<file path="src/hdl/mbi_pkg.sv">
// Package for the MurmurHash2 bucket index block: constants and sequencer state type.
// No dependencies; imported by murmur2_bucket_index.
package mbi_pkg;

  localparam logic [31:0] MUR_MUL        = 32'h5bd1_e995;
  localparam int          MUR_SHIFT      = 24;
  localparam int          FIN_SHIFT_A    = 13;
  localparam int          FIN_SHIFT_B    = 15;
  localparam int          HASH_W         = 32;
  localparam int          TSIZE_W        = 17;
  localparam int          LEN_W          = 16;
  localparam int          IDX_W          = 16;
  localparam int          DIV_CNT_W      = 5;
  localparam logic [TSIZE_W-1:0] TSIZE_RST = 17'd1024;

  typedef enum logic [2:0] {
    S_IDLE,
    S_K1,
    S_K2,
    S_HMIX,
    S_TAIL,
    S_FIN,
    S_DIV,
    S_DONE
  } mbi_state_t;

endpackage

</file>
<file path="src/hdl/murmur2_bucket_index.sv">
// Streaming 32-bit MurmurHash2 (seed 0) with reduction modulo a table size.
// Depends on mbi_pkg for constants and the sequencer state type.
//
// Usage:
//   Input channel (in_*): one key word per transfer, little-endian, with the
//   count of valid bytes and a last-word flag. in_key_length is sampled on the
//   first word of each key only. Byte counts above four count as four.
//   Output channel (out_*): one result per key, issued after its last word:
//   the finalised hash and hash modulo table size cut to 16 bits (0 when the size is zero).
//   cfg_wr_en/cfg_wr_data write the 17-bit table size (reset 1024); write it
//   only while no key is in flight.
// Sequencing (one shared 32x32 multiplier, one restoring-divide step per cycle):
//   full word     : states K1, K2, HMIX, then back to idle for the next transfer
//   1..3 byte word: state TAIL;  zero-byte word: no mixing state
//   last word     : then finalise (FIN), divide (DIV) and hand-off (DONE)
//   The remainder loop, 32 iterations of one 18-bit compare/subtract, sets
//   the tail latency. in_stall is high whenever the sequencer is busy.
// Output stage: a result register holds the finished result; while it waits
// under out_stall the next key is still taken and hashed, and only the
// hand-off of the next result waits for the register to free.
// Reset (synchronous, active low) empties the output register, clears the
// accumulator, arms the first-word flag and restores the table size.
module murmur2_bucket_index
  import mbi_pkg::*;
(
  input  logic               clk,
  input  logic               rst_n,
  // configuration
  input  logic               cfg_wr_en,
  input  logic [TSIZE_W-1:0] cfg_wr_data,
  // input channel
  input  logic               in_valid,
  output logic               in_stall,
  input  logic [HASH_W-1:0]  in_key_word,
  input  logic [2:0]         in_bytes_in_word,
  input  logic               in_last_word,
  input  logic [LEN_W-1:0]   in_key_length,
  // result channel
  output logic               out_valid,
  input  logic               out_stall,
  output logic [HASH_W-1:0]  out_hash_value,
  output logic [IDX_W-1:0]   out_bucket_index
);

  mbi_state_t state_r, state_nxt;

  logic [TSIZE_W-1:0]   table_size_r;
  logic                 first_r, first_nxt;     // next word opens a new key
  logic [HASH_W-1:0]    h_r, h_nxt;             // running hash / final hash
  logic [HASH_W-1:0]    k_r, k_nxt;             // word being mixed
  logic                 last_r, last_nxt;
  logic [HASH_W-1:0]    div_r, div_nxt;         // dividend, shifted out MSB first
  logic [TSIZE_W-1:0]   rem_r, rem_nxt;
  logic [DIV_CNT_W-1:0] cnt_r, cnt_nxt;
  logic                 out_valid_r, out_valid_nxt;
  logic [HASH_W-1:0]    out_hash_r, out_hash_nxt;
  logic [IDX_W-1:0]     out_idx_r, out_idx_nxt;

  // shared multiplier: low 32 bits of operand * MUR_MUL
  logic [HASH_W-1:0]    mul_a;
  logic [HASH_W-1:0]    mul_p;
  logic [HASH_W-1:0]    fin_h;
  logic [TSIZE_W:0]     div_trial;
  logic [TSIZE_W:0]     div_diff;
  logic                 div_ge;
  logic [HASH_W-1:0]    tail_mask;
  logic [HASH_W-1:0]    h_base;
  logic                 in_xfer;
  logic                 out_xfer;
  logic                 out_free;

  assign mul_p = mul_a * MUR_MUL;
  assign fin_h = mul_p ^ (mul_p >> FIN_SHIFT_B);

  // one restoring-divide step
  assign div_trial = {rem_r, div_r[HASH_W-1]};
  assign div_diff  = div_trial - {1'b0, table_size_r};
  assign div_ge    = (div_trial >= {1'b0, table_size_r});

  assign in_stall  = (state_r != S_IDLE);
  assign in_xfer   = in_valid && !in_stall;
  assign out_xfer  = out_valid_r && !out_stall;
  assign out_free  = !out_valid_r || !out_stall;

  assign h_base = first_r ? {{(HASH_W-LEN_W){1'b0}}, in_key_length} : h_r;

  always_comb begin
    case (in_bytes_in_word[1:0])
      2'd1:    tail_mask = 32'h0000_00ff;
      2'd2:    tail_mask = 32'h0000_ffff;
      2'd3:    tail_mask = 32'h00ff_ffff;
      default: tail_mask = 32'h0000_0000;
    endcase
  end

  always_ff @(posedge clk) begin
    if (!rst_n) begin
      state_r      <= S_IDLE;
      table_size_r <= TSIZE_RST;
      first_r      <= 1'b1;
      h_r          <= '0;
      out_valid_r  <= 1'b0;
      cnt_r        <= '0;
    end else begin
      state_r      <= state_nxt;
      first_r      <= first_nxt;
      h_r          <= h_nxt;
      out_valid_r  <= out_valid_nxt;
      cnt_r        <= cnt_nxt;
      if (cfg_wr_en) begin
        table_size_r <= cfg_wr_data;
      end
    end
  end

  always_ff @(posedge clk) begin
    k_r        <= k_nxt;
    last_r     <= last_nxt;
    div_r      <= div_nxt;
    rem_r      <= rem_nxt;
    out_hash_r <= out_hash_nxt;
    out_idx_r  <= out_idx_nxt;
  end

  always_comb begin
    state_nxt     = state_r;
    first_nxt     = first_r;
    h_nxt         = h_r;
    k_nxt         = k_r;
    last_nxt      = last_r;
    div_nxt       = div_r;
    rem_nxt       = rem_r;
    cnt_nxt       = cnt_r;
    out_hash_nxt  = out_hash_r;
    out_idx_nxt   = out_idx_r;
    out_valid_nxt = out_valid_r && !out_xfer;
    mul_a         = h_r;

    case (state_r)
      S_IDLE: begin
        if (in_xfer) begin
          first_nxt = 1'b0;
          h_nxt     = h_base;
          last_nxt  = in_last_word;
          if (in_bytes_in_word[2]) begin
            k_nxt     = in_key_word;
            state_nxt = S_K1;
          end else if (in_bytes_in_word[1:0] != 2'd0) begin
            k_nxt     = in_key_word & tail_mask;
            state_nxt = S_TAIL;
          end else begin
            state_nxt = in_last_word ? S_FIN : S_IDLE;
          end
        end
      end
      S_K1: begin
        mul_a     = k_r;
        k_nxt     = mul_p;
        state_nxt = S_K2;
      end
      S_K2: begin
        mul_a     = k_r ^ (k_r >> MUR_SHIFT);
        k_nxt     = mul_p;
        state_nxt = S_HMIX;
      end
      S_HMIX: begin
        mul_a     = h_r;
        h_nxt     = mul_p ^ k_r;
        state_nxt = last_r ? S_FIN : S_IDLE;
      end
      S_TAIL: begin
        mul_a     = h_r ^ k_r;
        h_nxt     = mul_p;
        state_nxt = last_r ? S_FIN : S_IDLE;
      end
      S_FIN: begin
        mul_a     = h_r ^ (h_r >> FIN_SHIFT_A);
        h_nxt     = fin_h;
        div_nxt   = fin_h;
        rem_nxt   = '0;
        cnt_nxt   = '0;
        state_nxt = S_DIV;
      end
      S_DIV: begin
        rem_nxt = div_ge ? div_diff[TSIZE_W-1:0] : div_trial[TSIZE_W-1:0];
        div_nxt = {div_r[HASH_W-2:0], 1'b0};
        cnt_nxt = cnt_r + 1'b1;
        if (cnt_r == {DIV_CNT_W{1'b1}}) begin
          state_nxt = S_DONE;
        end
      end
      S_DONE: begin
        // wait here only if the previous result is still held
        if (out_free) begin
          out_valid_nxt = 1'b1;
          out_hash_nxt  = h_r;
          out_idx_nxt   = (table_size_r == '0) ? '0 : rem_r[IDX_W-1:0];
          h_nxt         = '0;
          first_nxt     = 1'b1;
          state_nxt     = S_IDLE;
        end
      end
      default: begin
        state_nxt = S_IDLE;
      end
    endcase
  end

  assign out_valid        = out_valid_r;
  assign out_hash_value   = out_hash_r;
  assign out_bucket_index = out_idx_r;

endmodule

</file>
<file path="config.mk">
export PLATFORM = sky130hd
export DESIGN_NAME = murmur2_bucket_index
export DESIGN_NICKNAME = d
export VERILOG_FILES = /design/src/hdl/mbi_pkg.sv /design/src/hdl/murmur2_bucket_index.sv
export SDC_FILE = /design/constraint.sdc
export NUM_CORES = 1
export LEC_CHECK = 0
export BUFFER_PORTS_ARGS = -buffer_cell sky130_fd_sc_hd__buf_2
export CAP_MARGIN = 10
export CORE_MARGIN = 1
export CORE_UTILIZATION = 55
export DETAILED_ROUTE_END_ITERATION = 10
export PLACE_DENSITY = 0.81
export SYNTH_ARGS = -nofsm -noshare
export SYNTH_HDL_FRONTEND = slang
export SYNTH_SLANG_ARGS = --single-unit
</file>
<file path="constraint.sdc">
create_clock -name clk -period 21.2 [get_ports clk]
set_input_delay 4.24 -clock clk [delete_from_list [all_inputs] [get_ports clk]]
set_output_delay 4.24 -clock clk [all_outputs]
set_load 0.01 [all_outputs]
</file>
==> run metrics <==
IO Count 124; Area growth, synth to finish 8.75%; Critical Path RT between 20 and 25 ns; met1 WL 22900 um; drt drc 9; DP HPWL 46700 um; fin area 0.0216 mm^2; area occupied by multi-input gates about 0.013 mm^2; failing checks DRC; Avg Inst Size Synth 9.32 um^2; Max Cap Violations 0; status finished with violations; die span in x 192 um; ys async rst share 0%; largest net degree at the start of global routing 59; critical path class reg2reg; unrepaired setup endpoints after global routing no; Bufs on Longest Clock Path 2; Routed Antenna Nets 0; Slowest cell on crit path a211oi_1; initial antenna violation count 1; Tightest Pin Transition 1.16 ns; met3 wire len 6720 um; Worst Slack Setup Final 10.68 ns; area share of the largest cell type after synthesis around a fifth; final slew viol count 0; Syn Inst Count 2127; Max FO, Critical Path 58; met2 wire length 27000 um; FF-to-FF End h_r[27]$_SDFFE_PN0P_; worst reg2reg path depth 33; top-count cell post-synth inv_1; initial drt markers 1792; TritonCTS sink count 189; Post-CTS Setup Inserts 0; Clock Skew 0.0157 ns; Root Buffer clkbuf_16; Synth cell types 76; Post-synth EDFFs 130; gr ovfl total 0; CTS buffer count 17; # fillers around 2900; buffers added on ports 123; final WL 60100 um; CTS tree yes; Yosys top cell by area edfxtp_1; Initial Util 55.9%; Tmin final 10.52 ns; CP Capture Type register; R2R Setup Slk 10.68 ns; placed cell count 2657; CP startpoint kind register; Post-CTS Hold Fix Bufs 0; core footprint 0.0355 mm^2; synth top area cells edfxtp_1 20%, fa_1 18%, ha_1 15%; DR vias/cell about 6; Clock transition at path regs 0.07 ns; Yosys reg bits 189; Final Hold Fails 0; DR top layer met5; vias in the first global route 16100; Worst setup endpoint h_r[27]$_SDFFE_PN0P_; Yosys Warn Count 0; Nets 2702; sequential share of the synthesized area 25.6%; row count 69; All-Layer GR Usage 33.4%; register area a little over 0.005 mm^2; synthesized area 0.0198 mm^2; routed len/inst 22.3 um; die area about 0.037 mm^2; first-pass GRT wire length 91500 um; DRT Pass-1 Iters 11; Placed Area 0.0209 mm^2; via count approximately 16000; final period utilization slightly below 50%; Clock Latency Late Sink about 0.45 ns; post-route insts no fill 2689; top_reg_cell synth edfxtp_1; Arrival @ worst endpoint 10.84 ns; relative slew slack 22.2%; Syn Nets 2614; pre-CTS worst setup slack about 11 ns; Worst Hold Class reg2reg; Reg2Reg Launch Point state_r[1]$_SDFFE_PN0P_; most used cell, CP inv_1; Max Clk Rate 0.0950 GHz; share of cells above drive strength 1 9.96%; TNS Setup 0 ns; Setup violations, final 0; slowest stage delay, CP 0.90 ns; synth cell count leaders 388 x inv_1, 234 x ha_1, 179 x fa_1; Post-CTS Resized 0; H-tree Lvls 4; Die H roughly 190 um; routability cong. between 1 and 1.5; Critical path origin state_r[1]$_SDFFE_PN0P_; Antenna diodes 0
==> worst max-delay path, delay by kind of cell (launching register included) <==
family | cells | cell delay (ns)
simple gates | 5 | 0.98
buf+inv | 8 | 1.42
compound gates | 8 | 2.56
xor+xnor | 3 | 1.11
flops | 1 | 0.32
fa+ha+maj | 9 | 3.94
==> placed cells by master (no fill, tap or decap), types with 73 or more instances in the layout <==
cell type / n
o21ai_0: 97
nor2_1: 174
inv_1: 387
edfxtp_1: 130
nand2_1: 139
fa_1: 179
ha_1: 234
a21oi_1: 84
buf_2: 123
xnor2_1: 73
==> worst min-delay path by stage <==
stage / from / end / slack [ns] / depth (start not counted)
after global routing: cnt_r[3]$_SDFFE_PN0P_ / cnt_r[3]$_SDFFE_PN0P_ / 0.49 / 1
after detailed placement: first_r$_SDFFE_PN1P_ / first_r$_SDFFE_PN1P_ / 0.46 / 1
final: cnt_r[3]$_SDFFE_PN0P_ / cnt_r[3]$_SDFFE_PN0P_ / 0.47 / 1
after floorplan: h_r[15]$_SDFFE_PN0P_ / out_hash_value[15]$_DFFE_PP_ / 0.41 / 0
after CTS: cnt_r[3]$_SDFFE_PN0P_ / cnt_r[3]$_SDFFE_PN0P_ / 0.47 / 1
after global placement: cnt_r[3]$_SDFFE_PN0P_ / cnt_r[3]$_SDFFE_PN0P_ / 0.43 / 1
==> metrics by stage <==
step	hold slack (ns)	util (%)
global placement	0.425	59.0
global route	0.491	60.8
floorplan	0.406	-
detailed placement	0.460	59.0
finish	0.466	60.8
CTS	0.468	60.8
==> cell type report <==
| type | instances | area share [%] |
|---|---|---|
| clock buffers | 18 | 2.09 |
| flip-flops and latches | 189 | 23.6 |
| inverters | 391 | 6.81 |
| multi-input cells | 1462 | 60.1 |
| clock inverters | 14 | 0.754 |
| well taps | 461 | 2.68 |
| repair buffers | 154 | 3.93 |
==> flip-flops by register name (all words and copies together), names as in the netlist <==
name and flops:
cnt_r 5, div_r 32, first_r 1, h_r 32
k_r 32, last_r 1, out_bucket_index 16, out_hash_value 32
out_valid 1, rem_r 17, state_r 3, table_size_r 17
==> metal layers <==
layer  vias up  track usage [%]
met5         -                0
li1       7320                -
met4         2             17.8
met1      7815             43.8
met2      1032             52.5
met3       232             5.88
==> logic make-up (layout without fill, tap and decap cells) <==
kind of cell / Yosys count / in the layout / share of synthesized area [%]
compound gates: 378 / 378 / 12.7
flops: 189 / 189 / 25.6
xor+xnor: 130 / 130 / 6.00
mux: 51 / 51 / 2.58
simple gates: 490 / 490 / 11.1
fa+ha+maj: 413 / 413 / 32.8
buf+inv: 476 / 577 / 9.16
Power is left out: the tool's default activity adds up to more than one toggle a clock period on the data nets, which glitch-free logic cannot reach.
